## config.mk

```make
export PLATFORM = sky130hd
export DESIGN_NAME = p2c_prep
export DESIGN_NICKNAME = d
export VERILOG_FILES = /design/src/hw/rtl/p2c_pkg.sv /design/src/hw/rtl/p2c_prep.sv
export SDC_FILE = /design/constraint.sdc
export NUM_CORES = 1
export LEC_CHECK = 0
export ABC_AREA = 0
export BUFFER_PORTS_ARGS = -buffer_cell sky130_fd_sc_hd__buf_2
export CAP_MARGIN = 20
export CORE_MARGIN = 1
export CORE_UTILIZATION = 50
export CTS_CLUSTER_DIAMETER = 150
export DETAILED_ROUTE_END_ITERATION = 10
export PLACE_DENSITY_LB_ADDON = 0.2
export SLEW_MARGIN = 20
export SYNTH_ARGS = -nofsm -noshare
export SYNTH_HDL_FRONTEND = slang
export SYNTH_SLANG_ARGS = --single-unit
```

## constraint.sdc

```tcl
create_clock -name clock -period 16.9 [get_ports clock]
set_input_delay 0.845 -clock clock [delete_from_list [all_inputs] [get_ports clock]]
set_output_delay 0.845 -clock clock [all_outputs]
set_load 0.01 [all_outputs]
```

## src/hw/rtl/p2c_pkg.sv

```systemverilog
// ----------------------------------------------------------------------------
// Polar to cartesian converter package
// Constants, rotation angle table and link types shared by the converter.
// ----------------------------------------------------------------------------
`timescale 1ns / 1ps
`default_nettype none

package p2c_pkg;

   // Fraction bits kept below the Q8.8 point inside the rotator.
   localparam int GUARD_BITS = 16;
   // Number of rotation cells.
   localparam int ROT_STEPS = 28;
   // Internal angle width: 2^32 units per turn.
   localparam int ANGLE_BITS = 32;
   // Inverse CORDIC gain, 0.607252935 in Q30.
   localparam int GAIN_BITS = 30;
   localparam logic [GAIN_BITS-1:0] GAIN_INV = 30'd652032874;
   localparam int PROD_SHIFT = GAIN_BITS - GUARD_BITS;
   // Stages from input to output: two prep stages, the cells, the output register.
   localparam int PIPE_DEPTH = ROT_STEPS + 3;

   typedef struct packed {
      logic valid;
      logic polar;
   } p2c_ctl_type;

   // atan(2^-step) in units of 2^-32 turn, truncated.
   function automatic logic [ANGLE_BITS-1:0] atan_turn(input int step);
      logic [ANGLE_BITS-1:0] val;
      case (step)
         0:  val = 32'h2000_0000;
         1:  val = 32'h12E4_051D;
         2:  val = 32'h09FB_385B;
         3:  val = 32'h0511_11D4;
         4:  val = 32'h028B_0D43;
         5:  val = 32'h0145_D7E1;
         6:  val = 32'h00A2_F61E;
         7:  val = 32'h0051_7C55;
         8:  val = 32'h0028_BE53;
         9:  val = 32'h0014_5F2E;
         10: val = 32'h000A_2F98;
         11: val = 32'h0005_17CC;
         12: val = 32'h0002_8BE6;
         13: val = 32'h0001_45F3;
         14: val = 32'h0000_A2F9;
         15: val = 32'h0000_517C;
         16: val = 32'h0000_28BE;
         17: val = 32'h0000_145F;
         18: val = 32'h0000_0A2F;
         19: val = 32'h0000_0517;
         20: val = 32'h0000_028B;
         21: val = 32'h0000_0145;
         22: val = 32'h0000_00A2;
         23: val = 32'h0000_0051;
         24: val = 32'h0000_0028;
         25: val = 32'h0000_0014;
         26: val = 32'h0000_000A;
         27: val = 32'h0000_0005;
         default: val = '0;
      endcase
      return val;
   endfunction

endpackage

`default_nettype wire

```

## src/hw/rtl/p2c_prep.sv

```systemverilog
// ----------------------------------------------------------------------------
// Polar to cartesian converter front end
// Scales the radius by the inverse gain and folds the angle into the
// right half plane; cartesian items are aligned to the internal format.
// ----------------------------------------------------------------------------
`timescale 1ns / 1ps
`default_nettype none

module p2c_prep
   import p2c_pkg::*;
#(
   parameter int COORD_WIDTH = 16,
   parameter int ANGLE_WIDTH = 16,
   parameter int SECOND_WIDTH = 16,
   parameter int DATA_WIDTH = 35
) (
   input  wire                                clock,
   input  wire                                reset,
   input  wire                                up_valid,
   input  wire                                up_polar,
   input  wire logic signed [COORD_WIDTH-1:0] up_first,
   input  wire logic [SECOND_WIDTH-1:0]       up_second,
   output logic                               up_ready,
   input  wire                                dn_ready,
   output p2c_ctl_type                        dn_ctl,
   output logic signed [DATA_WIDTH-1:0]       dn_x,
   output logic signed [DATA_WIDTH-1:0]       dn_y,
   output logic signed [ANGLE_BITS-1:0]       dn_z
);

   localparam int PROD_WIDTH = COORD_WIDTH + GAIN_BITS + 1;

   // Stage one: multiply and angle fold.
   p2c_ctl_type                    s1_ctl_ff;
   logic signed [PROD_WIDTH-1:0]   s1_prod_ff, s1_prod_in;
   logic signed [COORD_WIDTH-1:0]  s1_first_ff;
   logic [COORD_WIDTH-1:0]         s1_ybits_ff;
   logic                           s1_flip_ff, s1_flip_in;
   logic signed [ANGLE_BITS-1:0]   s1_z_ff, s1_z_in;
   logic                           s1_ready;
   logic [ANGLE_BITS-1:0]          angle_aligned;

   // Stage two: start vector.
   p2c_ctl_type                    s2_ctl_ff;
   logic signed [DATA_WIDTH-1:0]   s2_x_ff, s2_x_in;
   logic signed [DATA_WIDTH-1:0]   s2_y_ff, s2_y_in;
   logic signed [ANGLE_BITS-1:0]   s2_z_ff;
   logic                           s2_ready;
   logic signed [DATA_WIDTH-1:0]   x_scaled;

   assign s2_ready = !s2_ctl_ff.valid || dn_ready;
   assign s1_ready = !s1_ctl_ff.valid || s2_ready;
   assign up_ready = s1_ready;

   always_comb begin
      s1_prod_in = PROD_WIDTH'(up_first) * PROD_WIDTH'($signed({1'b0, GAIN_INV}));
      angle_aligned = ANGLE_BITS'(up_second[ANGLE_WIDTH-1:0]) << (ANGLE_BITS - ANGLE_WIDTH);
      // The second and third quarter turns are folded by half a turn and a
      // negated start vector.
      s1_flip_in = angle_aligned[ANGLE_BITS-1] ^ angle_aligned[ANGLE_BITS-2];
      if (s1_flip_in) begin
         s1_z_in = $signed({~angle_aligned[ANGLE_BITS-1], angle_aligned[ANGLE_BITS-2:0]});
      end else begin
         s1_z_in = $signed(angle_aligned);
      end
   end

   always_ff @(posedge clock) begin
      if (reset) begin
         s1_ctl_ff <= '0;
      end else if (s1_ready) begin
         s1_ctl_ff.valid <= up_valid;
         s1_ctl_ff.polar <= up_polar;
      end
   end

   always_ff @(posedge clock) begin
      if (s1_ready) begin
         s1_prod_ff  <= s1_prod_in;
         s1_first_ff <= up_first;
         s1_ybits_ff <= up_second[COORD_WIDTH-1:0];
         s1_flip_ff  <= s1_flip_in;
         s1_z_ff     <= s1_z_in;
      end
   end

   always_comb begin
      x_scaled = DATA_WIDTH'(s1_prod_ff >>> PROD_SHIFT);
      if (s1_ctl_ff.polar) begin
         s2_x_in = s1_flip_ff ? -x_scaled : x_scaled;
         s2_y_in = '0;
      end else begin
         // Cartesian values ride through the cells untouched and come out
         // exactly after rounding.
         s2_x_in = DATA_WIDTH'(s1_first_ff) <<< GUARD_BITS;
         s2_y_in = DATA_WIDTH'($signed(s1_ybits_ff)) <<< GUARD_BITS;
      end
   end

   always_ff @(posedge clock) begin
      if (reset) begin
         s2_ctl_ff <= '0;
      end else if (s2_ready) begin
         s2_ctl_ff <= s1_ctl_ff;
      end
   end

   always_ff @(posedge clock) begin
      if (s2_ready) begin
         s2_x_ff <= s2_x_in;
         s2_y_ff <= s2_y_in;
         s2_z_ff <= s1_z_ff;
      end
   end

   assign dn_ctl = s2_ctl_ff;
   assign dn_x   = s2_x_ff;
   assign dn_y   = s2_y_ff;
   assign dn_z   = s2_z_ff;

endmodule

`default_nettype wire

```

==> out/qor.yml <==
run_status: "completed"
ys_async_sr_fraction_pct: 0
num-nets-final: 1719
cp_cell_sequence: "buf_2 > fa_1 > xor2_1 > ha_1 > nand2b_1 > fa_1 > fa_1 > fa_1 > inv_1 > fa_1 > inv_1 > ha_1 > nand2_1 > o21ai_0 > a211oi_1 > a2111oi_0 > nand3b_1 > a21o_1 > a21oi_1 > xnor2_1"
max_clock_freq_ghz: 0.1446
grt_util_all_layers_pct: 23.08
critical_path_required_ns: 17.06
drt_pre_antenna_iters: 5
postPlaceCellArea_sq_mm: 0.01440
clkSinkCount: 138
slowest_stage: "a2111oi_0"
setup_viol_count_final: 0
cp_num_buf_inv: 3
syn_area_per_cell_sq_um: 11.04
endpoint_kind: "register"
insertedDiodeCount: 0
finalMaxSlewViolations: 0
ctsHoldBuffers: 0
antenna_violating_nets_post_route: 0
rows: 60
post_route_cells_drive_above_1_share_pct: 11.37
final.min_clock_period_ns: 6.917
max_slew.worst_pin.slew_ns: 0.9962
drtIter0Drc: 476
path_delay_family: "adder cells"
clk_transition_reported_paths_ns: 0.06
synth_warnings: 0
timing.critical_path.from: "up_first[13]"
cell_area_after_technology_mapping_sq_mm: 0.01362
worstSetupPathDepth: 20
worst_ep_arrival_time_ns: 7.08
ff2ff_setup_slack_ns: 13.87
clk_path_buf_depth: 2
worst_reg_to_reg_path_cell_count: 8
setup.worst_path.end: "s1_prod_ff[45]"
worst_hold_path_class: "reg -> reg"
fin_setup_tns_ns: 0
maxCapViolations: 0
place.detailed.hpwl_um: 25810
cts-root-buf: "clkbuf_16"
die-width_um: 167.1
fp.dieH_um: 167.1
netlist_instances: 1234
cts_post_setup_buffers_inserted: 0
drc: 0
globalRoute.totalOverflow: 0
io_pins: 142
finish.instance_area_sq_mm: 0.01496
post_synth_num_cell_types: 54
worstSkewPairLatency_ns: 0.42
antenna_found_initial: 0
cp_max_fo: 12
synth_seq_area_share_pct: 30.13
port_buffer_count: 109
coreArea_sq_mm: 0.02680
final.setup.worst_slack_ns: 9.983
dr_total_vias: 8699
cts_tree: "yes"
place_ws_ns: 9.620
detail_route.vias_per_cell: 5.129
r2r-start: "s1_prod_ff[25]"
htreeDepth: 4
synth_enable_flop_cells: 134
criticalPathCategory: "in -> reg"
grt_pass1_vias: 8867
yosys_most_used_dff: "edfxtp_1"
rr_endpoint: "dn_x[29]"
maxSlewHeadroom_pct: 33.59
initial_core_utilization_pct: 50.83
timing.final.hold_violations: 0
crit_path_frequent_cell: "fa_1"
rsz0062_at_grt: "no"
synth.ff_latch_count: 138
final.setup_skew_ns: 0.01007
critical_path.startpoint_type: "input pin"
cp_slowest_stage_delay_ns: 0.77
pin_count_of_the_biggest_net_entering_global_routing: 70
area_overhead_of_the_layout_relative_to_synthesis_pct: 9.837
tritoncts.num_buffers: 17
timing.final.crit_share_pct: 40.93
grt_first_pass_wirelength_um: 48620
gp_routability_congestion: 1.019
post_route_hold_slack_ns: 0.4239
floorplan.die_area_sq_mm: 0.02791
routed_wirelength_um: 30770
avgRoutedWirePerCell_um: 18.14
cts-resized-gates: 0
layout make-up:
| class | instances | area, sq um |
|---|---|---|
| Tap cell | 341 | 426.7 |
| Fill cell | 2315 | 11840 |
| Timing Repair Buffer | 111 | 560.5 |
| Multi-Input combinational cell | 792 | 8253 |
| Clock buffer | 17 | 425.4 |
| Clock inverter | 15 | 132.6 |
| Inverter | 282 | 1059 |
| Sequential cell | 138 | 4105 |
metal layers:
metal	global-route usage (%)	part of all wire [%]	up-vias
met4	6.320	1.7	0
li1	-	-	4169
met5	0	0	-
met3	3.089	4.1	28
met1	31.52	46	4231
met2	38.68	48	271
registers in the layout (all words and copies together) (netlist names):
name	count
dn_x	35
s1_prod_ff	33
dn_y	16
dn_z	16
s1_first_ff	16
s1_ybits_ff	16
dn_ctl	2
s1_ctl_ff	2
s1_flip_ff	1
s1_z_ff	1
per-stage QoR:
stage | instances | utilization [%]
after detailed placement | 1664 | 53.74
final | 1696 | 55.83
after CTS | 1696 | 55.83
after floorplan | 1265 | -
after global placement | 1664 | 53.74
after global routing | 1696 | 55.83
Yosys cell counts (all sizes together) (2+ instances only):
cell type,count,area (sq um)
a2111oi,2,17.52
a211oi,3,22.52
a21boi,3,22.52
a21o,16,120.1
a21oi,60,300.3
a311oi,2,17.52
a31oi,8,50.05
a41oi,2,17.52
and2,15,93.84
and3,4,25.02
and4,2,17.52
buf,36,266.5
clkbuf,17,63.81
dfxtp,4,80.08
edfxtp,134,4024
fa,173,3463
ha,167,2090
inv,282,1059
mux2i,2,20.02
nand2,41,153.9
nand2b,8,57.55
nand3,11,55.05
nand3b,4,30.03
nand4,7,43.79
nor2,50,187.7
nor2b,25,156.4
nor3,14,70.07
nor3b,3,22.52
nor4,3,18.77
o211ai,3,22.52
o21ai,31,155.1
o21bai,7,52.55
o31ai,10,93.84
o41ai,5,51.30
or2,4,25.03
or3,3,23.77
or4,6,48.80
xnor2,35,306.5
xor2,26,227.7
worst reg2reg max path: cells and delay by family (launching register included):
family / cells / cell delay, ns
compound gates: 2 / 0.33
simple gates: 5 / 1.80
flops: 1 / 0.45
xor+xnor: 1 / 0.17
how the worst min path moves through the flow:
stage               slack [ns]  cells past startpoint       end         from
finish                    0.42                      0  dn_z[31]  s1_z_ff[31]
global route              0.43                      0  dn_z[31]  s1_z_ff[31]
CTS                       0.43                      0  dn_z[31]  s1_z_ff[31]
detailed placement        0.42                      0  dn_z[31]  s1_z_ff[31]
global placement          0.40                      0  dn_z[31]  s1_z_ff[31]
floorplan                 0.40                      0  dn_z[31]  s1_z_ff[31]
cells in the final DEF, fill, tap and decap left out, drive strengths merged, types with 25 or more instances in the layout:
cell type  count
inv          291
fa           173
ha           167
edfxtp       134
buf          111
a21oi         60
nor2          50
nand2         41
xnor2         35
conb          32
o21ai         31
xor2          26
nor2b         25
logic make-up (layout without fill, tap and decap cells):
group	after synthesis	after routing	synth area share, %
fa+ha+maj	340	340	40.76
simple gates	202	202	7.688
xor+xnor	61	61	3.922
buf+inv	335	425	10.20
other cells	1	32	0.02753
flops	138	138	30.13
compound gates	155	155	7.128
mux	2	2	0.1470
Power is not shown: default switching activity piles up to over one toggle a cycle in this logic, so the estimate is an artifact.
