--- src/hw/rtl/p2c_pkg.sv ---
// ----------------------------------------------------------------------------
// Polar to cartesian converter package
// Constants, rotation angle table and link types shared by the converter.
// ----------------------------------------------------------------------------
`timescale 1ns / 1ps
`default_nettype none

package p2c_pkg;

   // Fraction bits kept below the Q8.8 point inside the rotator.
   localparam int GUARD_BITS = 16;
   // Number of rotation cells.
   localparam int ROT_STEPS = 28;
   // Internal angle width: 2^32 units per turn.
   localparam int ANGLE_BITS = 32;
   // Inverse CORDIC gain, 0.607252935 in Q30.
   localparam int GAIN_BITS = 30;
   localparam logic [GAIN_BITS-1:0] GAIN_INV = 30'd652032874;
   localparam int PROD_SHIFT = GAIN_BITS - GUARD_BITS;
   // Stages from input to output: two prep stages, the cells, the output register.
   localparam int PIPE_DEPTH = ROT_STEPS + 3;

   typedef struct packed {
      logic valid;
      logic polar;
   } p2c_ctl_type;

   // atan(2^-step) in units of 2^-32 turn, truncated.
   function automatic logic [ANGLE_BITS-1:0] atan_turn(input int step);
      logic [ANGLE_BITS-1:0] val;
      case (step)
         0:  val = 32'h2000_0000;
         1:  val = 32'h12E4_051D;
         2:  val = 32'h09FB_385B;
         3:  val = 32'h0511_11D4;
         4:  val = 32'h028B_0D43;
         5:  val = 32'h0145_D7E1;
         6:  val = 32'h00A2_F61E;
         7:  val = 32'h0051_7C55;
         8:  val = 32'h0028_BE53;
         9:  val = 32'h0014_5F2E;
         10: val = 32'h000A_2F98;
         11: val = 32'h0005_17CC;
         12: val = 32'h0002_8BE6;
         13: val = 32'h0001_45F3;
         14: val = 32'h0000_A2F9;
         15: val = 32'h0000_517C;
         16: val = 32'h0000_28BE;
         17: val = 32'h0000_145F;
         18: val = 32'h0000_0A2F;
         19: val = 32'h0000_0517;
         20: val = 32'h0000_028B;
         21: val = 32'h0000_0145;
         22: val = 32'h0000_00A2;
         23: val = 32'h0000_0051;
         24: val = 32'h0000_0028;
         25: val = 32'h0000_0014;
         26: val = 32'h0000_000A;
         27: val = 32'h0000_0005;
         default: val = '0;
      endcase
      return val;
   endfunction

endpackage

`default_nettype wire

--- src/hw/rtl/p2c_cell.sv ---
// ----------------------------------------------------------------------------
// Polar to cartesian converter rotation cell
// One CORDIC micro-rotation by atan(2^-STEP), registered.
// ----------------------------------------------------------------------------
`timescale 1ns / 1ps
`default_nettype none

module p2c_cell
   import p2c_pkg::*;
#(
   parameter int STEP = 0,
   parameter int DATA_WIDTH = 35
) (
   input  wire                                clock,
   input  wire                                reset,
   input  wire p2c_ctl_type                   up_ctl,
   input  wire logic signed [DATA_WIDTH-1:0]  up_x,
   input  wire logic signed [DATA_WIDTH-1:0]  up_y,
   input  wire logic signed [ANGLE_BITS-1:0]  up_z,
   output logic                               up_ready,
   input  wire                                dn_ready,
   output p2c_ctl_type                        dn_ctl,
   output logic signed [DATA_WIDTH-1:0]       dn_x,
   output logic signed [DATA_WIDTH-1:0]       dn_y,
   output logic signed [ANGLE_BITS-1:0]       dn_z
);

   localparam logic signed [ANGLE_BITS-1:0] ATAN_STEP = $signed(atan_turn(STEP));

   p2c_ctl_type                   ctl_ff;
   logic signed [DATA_WIDTH-1:0]  x_ff, x_in;
   logic signed [DATA_WIDTH-1:0]  y_ff, y_in;
   logic signed [ANGLE_BITS-1:0]  z_ff, z_in;
   logic signed [DATA_WIDTH-1:0]  x_sh, y_sh;

   assign up_ready = !ctl_ff.valid || dn_ready;

   always_comb begin
      x_sh = up_x >>> STEP;
      y_sh = up_y >>> STEP;
      if (!up_ctl.polar) begin
         x_in = up_x;
         y_in = up_y;
         z_in = up_z;
      end else if (!up_z[ANGLE_BITS-1]) begin
         x_in = up_x - y_sh;
         y_in = up_y + x_sh;
         z_in = up_z - ATAN_STEP;
      end else begin
         x_in = up_x + y_sh;
         y_in = up_y - x_sh;
         z_in = up_z + ATAN_STEP;
      end
   end

   always_ff @(posedge clock) begin
      if (reset) begin
         ctl_ff <= '0;
      end else if (up_ready) begin
         ctl_ff <= up_ctl;
      end
   end

   always_ff @(posedge clock) begin
      if (up_ready) begin
         x_ff <= x_in;
         y_ff <= y_in;
         z_ff <= z_in;
      end
   end

   assign dn_ctl = ctl_ff;
   assign dn_x   = x_ff;
   assign dn_y   = y_ff;
   assign dn_z   = z_ff;

endmodule

`default_nettype wire

--- config.mk ---
export PLATFORM = sky130hd
export DESIGN_NAME = p2c_cell
export DESIGN_NICKNAME = d
export VERILOG_FILES = /design/src/hw/rtl/p2c_pkg.sv /design/src/hw/rtl/p2c_cell.sv
export SDC_FILE = /design/constraint.sdc
export NUM_CORES = 1
export LEC_CHECK = 0
export BUFFER_PORTS_ARGS = -buffer_cell sky130_fd_sc_hd__buf_2
export CORE_UTILIZATION = 45
export CTS_BUF_LIST = sky130_fd_sc_hd__clkbuf_16
export DETAILED_ROUTE_END_ITERATION = 7
export PLACE_DENSITY = 0.68
export SYNTH_ARGS = -nofsm -noshare
export SYNTH_HDL_FRONTEND = slang
export SYNTH_SLANG_ARGS = --single-unit
--- constraint.sdc ---
create_clock -name clock -period 10.13 [get_ports clock]
set_clock_uncertainty 0.2 [all_clocks]
set_input_delay 0 -clock clock [delete_from_list [all_inputs] [get_ports clock]]
set_output_delay 0 -clock clock [all_outputs]
set_load 0.005 [all_outputs]
==> impl_metrics.yaml, run 1 <==
cts:
  cts_resized: 0
  cts_buffers: 9
  cts_root_buffer: "clkbuf_16"
  cts.sinks: 104
  tritoncts: "yes"
  postCtsHoldBufs: 101
  clock_latency_ns: 0.36
  htreeDepth: 3
  clkTransAtPathRegs_ns: 0.07
  clock_path_buffers: 2
  post_cts_buffers: 0
power_and_ir_drop:
  p_sw_share_pct: 36.21
  p_comb_share_pct: 39.5
  p_seq_share_pct: 36.8
  p_int_mw: 0.9545
  design_power_total_mw: 1.496
  netSwitchingPower_mw: 0.5419
  peakVddDrop_mv: 0.07131
  p_clk_share_pct: 23.7
  power_density_mw_per_mm2: 118.8
  leakagePower_nw: 5.574
sta:
  slew_headroom_pct: 36.40
  min_period_ns: 4.161
  hold_violations: 1
  rsz0062_at_grt: "false"
  fin_setup_tns_ns: 0
  finalMaxSlewViolations: 0
  setup_viol: 0
  holdWs_ns: -0.009931
  worst_pin_slew_ns: 0.9540
  period_share_pct: 41.08
  max_freq_mhz: 240.3
global_route:
  use_met2_pct: 43.19
  antenna_found_initial: 0
  grt-ovfl-total: 0
  use_met1_pct: 37.91
  grt_busiest_layer: "met2"
  grt_pass1_vias: 9786
  grt_max_degree: 89
  grt_pass1_wl_um: 51080
  grtUsageTotal_pct: 27.26
  use_met3_pct: 4.564
setup_path:
  critPathRequiredTime_ns: 9.99
  startpoint_type: "primary input"
  crit_slowest_cell: "ha_1"
  cp-end-kind: "flop"
  r2r_slack_ns: 7.98
  worst_ep_arrival_time_ns: 4.02
  crit_fanout: 16
  crit_type: "in -> reg"
  max_stage_delay_ns: 0.67
  path_cells: "dlygate4sd3_1 > buf_2 > inv_1 > ha_1 > nand4_1 > or2_2 > or4_1 > o21ai_0 > a211oi_1 > o21ai_0 > a21oi_1 > a2111oi_0 > nand4b_1"
  crit_top_cell: "o21ai_0"
drt:
  vias: 9997
  via_per_inst: 5.700
  ant_nets: 0
  drtIter0Drc: 913
  wire_per_inst_um: 17.98
  drt_wl_total_um: 31540
  drc: 42
  dr.pass1.iters: 8
yosys:
  ys_types: 80
  syn_area_sq_mm: 0.01012
  yosysWarningCount: 0
  synth_edf_count: 102
  synth_area_per_cell_sq_um: 8.383
  synth_ff_type: "edfxtp_1"
  ys_seq_area_share_pct: 30.67
  async_reset_ff_share_pct: 0
  synth-seq-cells: 104
  syn-num-nets: 1422
  postSynthCellCount: 1207
final_layout:
  syn2layout_area_growth_pct: 24.51
  fillers: 1992
  multiInputGateArea_sq_mm: 0.006337
  utilization_pct: 57.37
  finalNetCount: 1684
  regArea_sq_mm: 0.003103
  num_antenna_cells: 0
  drive_gt1_share_pct: 17.30
floorplanning:
  rows: 54
  dieArea_sq_mm: 0.02309
  die_w_um: 152.0
  ios: 212
  initial_core_util_pct: 46.08
  core_area_sq_mm: 0.02196
  fp.dieH_um: 152.0
run_status:
  status: "finished with violations"
  violations: "design-rule violations, negative hold slack"
placement:
  place_hpwl_um: 23120
  port-buffer-count: 211
  gp_congestion: 0.9708
hold_path:
  hp-class: "in -> reg"
flow_run:
  maxCapViolCount: 0
synth_stat cells (12+ instances only):
library cell,n,share of area (%)
a31oi_1,13,0.80
nor2_1,105,3.9
nand2_1,66,2.4
buf_1,13,0.48
inv_1,110,4.1
a21oi_1,192,9.5
xnor2_1,65,5.6
nand4_1,17,1.1
o31ai_1,12,0.89
nor3_1,23,1.1
ha_1,104,13
edfxtp_1,102,30
o21ai_0,82,4.1
a21o_1,24,1.8
o21bai_1,34,2.5
nor2b_1,13,0.80
nand3_1,12,0.59
mux2i_1,24,2.4
clkbuf_1,41,1.5
final cells by class:
class	instances	share of cell area [%]
clock buffers	9	1.788
clock inverters	7	0.5264
inverters	111	3.307
multi-input cells	927	50.30
flip-flops and latches	104	24.63
well taps	280	2.781
repair buffers	316	16.67
layer usage:
metal | share of wire [%] | up-vias
met4 | 2.1 | 0
met2 | 45 | 447
met1 | 46 | 4657
li1 | - | 4841
met5 | 0 | -
met3 | 7.2 | 52
metrics by stage:
step | cells | setup slack, ns | area, sq um
final | 1754 | 5.969 | 12600
after global routing | 1754 | 5.685 | 12600
after CTS | 1754 | 6.032 | 12600
after detailed placement | 1637 | 6.183 | 11300
after global placement | 1637 | 6.195 | 11300
after floorplan | 1207 | 6.667 | 10120
sequential cells by signal (all words and copies together) (netlist names):
signal  count
dn_z       32
dn_ctl      2
dn_y       35
dn_x       35
cell families after synthesis:
group                    Yosys count  synth area share (%)
XOR/XNOR                          67                 5.800
multiplexers                      26                 2.597
adder cells (fa/ha/maj)          108                 13.65
AND/OR/NAND/NOR                  281                 13.27
AO/OA/AOI/OAI                    445                 27.24
buffers and inverters            176                 6.776
flip-flops                       104                 30.67
cell usage in the layout (no fill, tap or decap), types with 5 or more instances in the layout:
cell type,n
xnor2_1,65
o21a_1,10
a21oi_1,192
a211o_1,5
mux2i_1,24
o21bai_1,34
nand4_1,17
a31oi_1,13
o21ai_0,82
or3_1,5
buf_4,5
o31ai_1,12
nand2_1,66
a21o_1,24
nor2_1,105
nand3_1,12
edfxtp_1,102
ha_1,104
o211ai_1,11
nand2b_1,5
buf_2,210
dlygate4sd3_1,101
nor2b_1,13
nor3_1,23
a211oi_1,9
clkbuf_16,9
inv_1,110
power groups by stage:
| stage | registers [mW] | logic, mW | clock network (mW) |
|---|---|---|---|
| finish | 0.551 | 0.591 | 0.355 |
| global route | 0.556 | 0.646 | 0.383 |
| CTS | 0.551 | 0.582 | 0.365 |
| detailed placement | 0.560 | 0.547 | 0 |
| global placement | 0.561 | 0.546 | 0 |
| floorplan | 0.571 | 0.354 | 0 |
worst max-delay path, delay by kind of cell:
kind | cells | cell delay [ns]
adder cells (fa/ha/maj) | 1 | 0.67
AND/OR/NAND/NOR | 4 | 1.59
buffers and inverters | 3 | 0.71
AO/OA/AOI/OAI | 5 | 1.04
worst paths after layout:
path,startpoint,end,cells after the start
min,up_x[1],dn_x[1],3
max,up_x[13],dn_x[34],13
min reg2reg,dn_ctl[0],dn_ctl[0],2
max reg2reg,dn_ctl[1],dn_x[24],2
No activity file was read; power rests on OpenSTA's default activity.
==> run 2: changes to the inputs <==
ABC_AREA = 1   (was default)
PLACE_DENSITY = 0.69   (was 0.68)
clock period = 3.5 ns   (was 10.13 ns; I/O delays follow)
==> run 2 against run 1 <==
  * The run now ends clean
  * Clock power grew to 3.1 times the previous value
  * Worst setup slack lost 5.6 ns
  * First-iteration DRC count grew 77%
  * Power grew to 3.1 times the previous value
  * Count of clock-buffer cells in the layout is the same
  * Sequential power grew to 2.8 times the previous value
  * Utilization shrank 1.2 points
  * Critical path depth grew 4
  * Worst hold slack gained 0.15 ns
  * Register-to-register slack lost 6.4 ns
  * Critical endpoint is now dn_x[29]
==> impl_metrics.yaml, run 2 <==
run_status:
  status: "finished clean"
placement:
  place_hpwl_um: 37440
  port-buffer-count: 211
  dpl_worst_slack_ns: 0.6094
  place_area_sq_mm: 0.01298
  dp.cells: 2314
  gp_congestion: 0.9906
yosys:
  synth_edf_count: 102
  synth-seq-cells: 104
  yosysWarningCount: 0
  postSynthCellCount: 1826
  synth_common_cells: "nand2_1, inv_1, nand3_1"
  syn_area_sq_mm: 0.01181
  synth_area_leaders: "edfxtp_1, nand2_1, ha_1"
  synth_area_per_cell_sq_um: 6.466
  yosysTopAreaCell: "edfxtp_1"
  async_reset_ff_share_pct: 0
  syn-num-nets: 2041
  synth_ff_type: "edfxtp_1"
  ys_seq_area_share_pct: 26.28
  synth_top_area_share_pct: 25.94
  ys_types: 45
  post-synth-top-count-cell: "nand2_1"
sta:
  min_period_ns: 3.144
  max_freq_mhz: 318.1
  setup_viol: 0
  rsz0062_at_grt: "false"
  hold_violations: 0
  worst_pin_slew_ns: 1.223
  holdWs_ns: 0.1355
  slew_headroom_pct: 18.00
  fin_setup_tns_ns: 0
  worst_slack_ns: 0.3565
  finalMaxSlewViolations: 0
  period_share_pct: 89.81
drt:
  drt_wl_total_um: 47480
  drtIter0Drc: 1614
  vias: 13320
  dr.pass1.iters: 7
  ant_nets: 0
  wire_per_inst_um: 19.50
  via_per_inst: 5.472
  drc: 0
cts:
  cts_resized: 0
  clkTransAtPathRegs_ns: 0.10
  tritoncts: "yes"
  clock_latency_ns: 0.36
  clock_path_buffers: 2
  cts_buffers: 9
  cts_root_buffer: "clkbuf_16"
  htreeDepth: 3
  cts.sinks: 104
final_layout:
  multiInputGateArea_sq_mm: 0.007325
  final_cell_area_sq_mm: 0.01431
  num_antenna_cells: 0
  finalNetCount: 2314
  layout_common_cells: "nand2_1, inv_1, buf_2, nand3_1, nor2_1"
  layout_commonest_cell: "nand2_1"
  final_cells: 2434
  regArea_sq_mm: 0.003103
  syn2layout_area_growth_pct: 21.21
  fillers: 2559
  utilization_pct: 56.18
  drive_gt1_share_pct: 13.74
floorplanning:
  dieArea_sq_mm: 0.02689
  rows: 58
  ios: 212
  fp.dieH_um: 164.0
  initial_core_util_pct: 46.35
  core_area_sq_mm: 0.02547
  die_w_um: 164.0
global_route:
  grt_pass1_wl_um: 70940
  grtUsageTotal_pct: 35.38
  grt_max_degree: 76
  grt-ovfl-total: 0
  grt_pass1_vias: 12590
  antenna_found_initial: 1
setup_path:
  startpoint_type: "primary input"
  crit_type: "in -> reg"
  crit_fanout: 12
  worst_ep_arrival_time_ns: 3.08
  critPathRequiredTime_ns: 3.44
  cp-end-kind: "flop"
power_and_ir_drop:
  leakagePower_nw: 7.430
  power_density_mw_per_mm2: 326.3
  peakVddDrop_mv: 0.2452
  design_power_total_mw: 4.669
hold_path:
  hp-class: "in -> reg"
flow_run:
  maxCapViolCount: 0
## run 2: routing by layer
metal	wire (um)	GRT usage (%)
met1	21620	51.49
met2	20580	55.39
met3	4425	4.899
met4	846	7.239
met5	0	0
## run 2: logic make-up (layout without fill, tap and decap cells)
logic type	count (synthesis)	in the layout	share of synthesized area, %
and+or+nand+nor	969	969	34.43
buffers and inverters	328	606	11.68
AOI/OAI and AO/OA	282	282	13.31
adders and majority gates	108	108	11.70
DFF	104	104	26.28
xor gates and xnor gates	35	35	2.596
## run 2: final cells by class
type	instances	area share [%]
multi-input cells	1394	51.18
flip-flops and latches	104	21.68
repair buffers	324	15.21
inverters	266	6.995
well taps	330	2.885
clock buffers	9	1.574
clock inverters	7	0.4634
## run 2: power breakdown
part	total, mW	switching (mW)	internal, mW
sequential	1.57	0.0357	1.54
combinational	2.00	1.32	0.685
clock	1.09	0.590	0.503
## run 2: worst paths after layout
kind | slack, ns | depth (start not counted) | startpoint | to
setup / recovery | 0.36 | 17 | up_x[4] | dn_x[29]
hold / removal | 0.14 | 2 | up_z[16] | dn_z[16]
setup reg to reg | 1.60 | 4 | dn_ctl[1] | dn_x[16]
hold reg to reg | 0.31 | 2 | dn_ctl[0] | dn_ctl[0]
## run 2: what timing repair did
action	in CTS	in global routing
hold buffers	104	0
endpoints found under the hold margin	104	0
buffers inserted	0	0
## run 2: worst max-delay path: stages
cell           delay [ns]
dlygate4sd3_1        0.54
buf_2                0.13
inv_1                0.05
ha_1                 0.72
nand2_4              0.13
nor2_1               0.25
nand2_1              0.08
o211ai_1             0.20
nand2_1              0.14
nand2_1              0.22
nand2_1              0.12
nand2_1              0.09
nand2_1              0.05
nand3_1              0.08
nand2_1              0.09
nand2_1              0.13
nand2_1              0.07
==> run 3: changes to the inputs <==
CORE_UTILIZATION = 35   (was 45)
PLACE_DENSITY = default   (was 0.69)
==> run 3 against run 2 <==
  * Sequential share of layout area down 0.26 points
  * Design area up 1.2%
  * Highest routed layer unchanged
  * Wire length up 3.3%
  * Largest power group unchanged
  * First-iteration DRC count down 22%
  * Non-clock buffer count up 2
  * Count of clock-buffer cells in the layout unchanged
  * Cell count up 4.7%
  * Die area up 28%
  * Worst hold slack worse by 0.00077 ns
  * Maximum frequency up 2.1%
  * Sequential cell count unchanged
==> impl_metrics.yaml, run 3 (synthesis gave the netlist of run 2 again) <==
setup_path:
  rr_endpoint: "dn_z[27]"
  worst_path_dominant_cell_family: "simple AND/OR/NAND/NOR gates"
  worst_ep_arrival_time_ns: 2.98
  crit_type: "in -> reg"
  crit_top_cell: "nand2_1"
  startpoint_type: "primary input"
  cp.depth: 15
  r2r_slack_ns: 1.61
  critPathLaunch: "up_x[3]"
  critPathRequiredTime_ns: 3.40
  r2r_cells: 4
  max_stage_delay_ns: 0.56
  crit_fanout: 10
  r2r_start: "dn_ctl[1]"
  cp-end-kind: "flop"
  critPathBufInv: 4
  crit_slowest_cell: "ha_1"
  critPathCapture: "dn_y[16]"
  path_cells: "dlygate4sd3_1 > buf_2 > inv_1 > ha_1 > inv_1 > nand2_1 > nand3_1 > nand2_1 > nand2_1 > nand2_1 > nand2_1 > nor2_1 > o21ai_0 > nand3_1 > o21ai_0"
sta:
  finalMaxSlewViolations: 0
  setup_viol: 0
  worst_slack_ns: 0.4211
  hold_violations: 0
  period_share_pct: 87.97
  rsz0062_at_grt: "false"
  min_period_ns: 3.079
  worst_pin_slew_ns: 1.001
  slew_headroom_pct: 33.27
  holdWs_ns: 0.1347
  max_freq_mhz: 324.8
  fin_setup_tns_ns: 0
floorplanning:
  ios: 212
  dieArea_sq_mm: 0.03447
  rows: 66
  core_area_sq_mm: 0.03287
  initial_core_util_pct: 35.92
  die_w_um: 185.7
  fp.dieH_um: 185.7
placement:
  dp.cells: 2426
  place_hpwl_um: 39150
  port-buffer-count: 211
  gp_congestion: 0.9738
  dpl_worst_slack_ns: 0.6443
run_status:
  status: "finished clean"
cts:
  cts_root_buffer: "clkbuf_16"
  tritoncts: "yes"
  clock_path_buffers: 2
  cts_buffers: 9
  cts_resized: 0
  clock_latency_ns: 0.37
  postCtsHoldBufs: 106
  htreeDepth: 3
  post_cts_buffers: 0
  clkTransAtPathRegs_ns: 0.07
  cts.sinks: 104
power_and_ir_drop:
  leakagePower_nw: 7.441
  power_density_mw_per_mm2: 325.3
  peakVddDrop_mv: 0.2434
  design_power_total_mw: 4.710
drt:
  wire_per_inst_um: 19.25
  vias: 13180
  ant_nets: 0
  via_per_inst: 5.172
  dr.pass1.iters: 5
  drt_wl_total_um: 49040
  drtIter0Drc: 1254
  drc: 0
final_layout:
  fillers: 3499
  syn2layout_area_growth_pct: 22.66
  final_cells: 2548
  layout_commonest_cell: "nand2_1"
  finalNetCount: 2316
  num_antenna_cells: 0
  layout_common_cells: "nand2_1, inv_1, buf_2, nand3_1, nor2_1"
  drive_gt1_share_pct: 13.68
global_route:
  grt_max_degree: 69
  grt_pass1_vias: 12260
  antenna_found_initial: 0
  grt-ovfl-total: 0
  grt_pass1_wl_um: 71790
  grtUsageTotal_pct: 28.20
hold_path:
  hp-class: "in -> reg"
flow_run:
  maxCapViolCount: 0
[run 3: cell count changes in the layout (fill, tap and decap cells not counted)]
cell,previous run,this run
buf_2,211,210
dlygate4sd3_1,104,106
clkinv_4,2,0
buf_4,8,9
clkinv_1,1,3
bufinv_16,0,1
inv_6,2,3
inv_1,259,258
clkinv_8,1,0
[run 3: through the flow]
step	instance area, sq um	utilization [%]
2_1_floorplan	11810	-
5_1_grt	14480	44.06
6_report	14480	44.06
3_5_place_dp	13120	39.92
3_3_place_gp	13120	39.92
4_1_cts	14480	44.06
[run 3: area by class of cell]
class                   instances  area, sq um  area share [%]
inverters                     266         1001           6.912
clock buffers                   9        225.2           1.555
flip-flops and latches        104         3103           21.43
repair buffers                326         2200           15.19
multi-input cells            1394         7325           50.58
clock inverters                 7        75.07          0.5184
well taps                     442        553.0           3.819
[run 3: worst min path at each step]
stage	from	to	slack, ns	depth (start not counted)
global route	up_z[22]	dn_z[22]	0.13	2
global placement	up_z[7]	dn_z[7]	-0.02	1
detailed placement	reset	dn_ctl[1]	-0.02	2
finish	up_z[5]	dn_z[5]	0.13	2
CTS	up_z[18]	dn_z[18]	0.12	2
floorplan	reset	dn_ctl[1]	-0.13	1
[run 3: metal layers]
metal	track usage [%]	vias to the layer above	wire length, um
li1	-	6406	-
met1	41.60	6145	23310
met2	42.89	578	20830
met3	3.757	49	3924
met4	6.984	0	974
met5	0	-	0
[run 3: power by group]
| part | switching (mW) | internal [mW] | leakage (nW) |
|---|---|---|---|
| sequential | 0.0384 | 1.54 | 1.08 |
| combinational | 1.33 | 0.686 | 6.21 |
| clock | 0.556 | 0.565 | 0.148 |
| total | 1.92 | 2.79 | 7.44 |
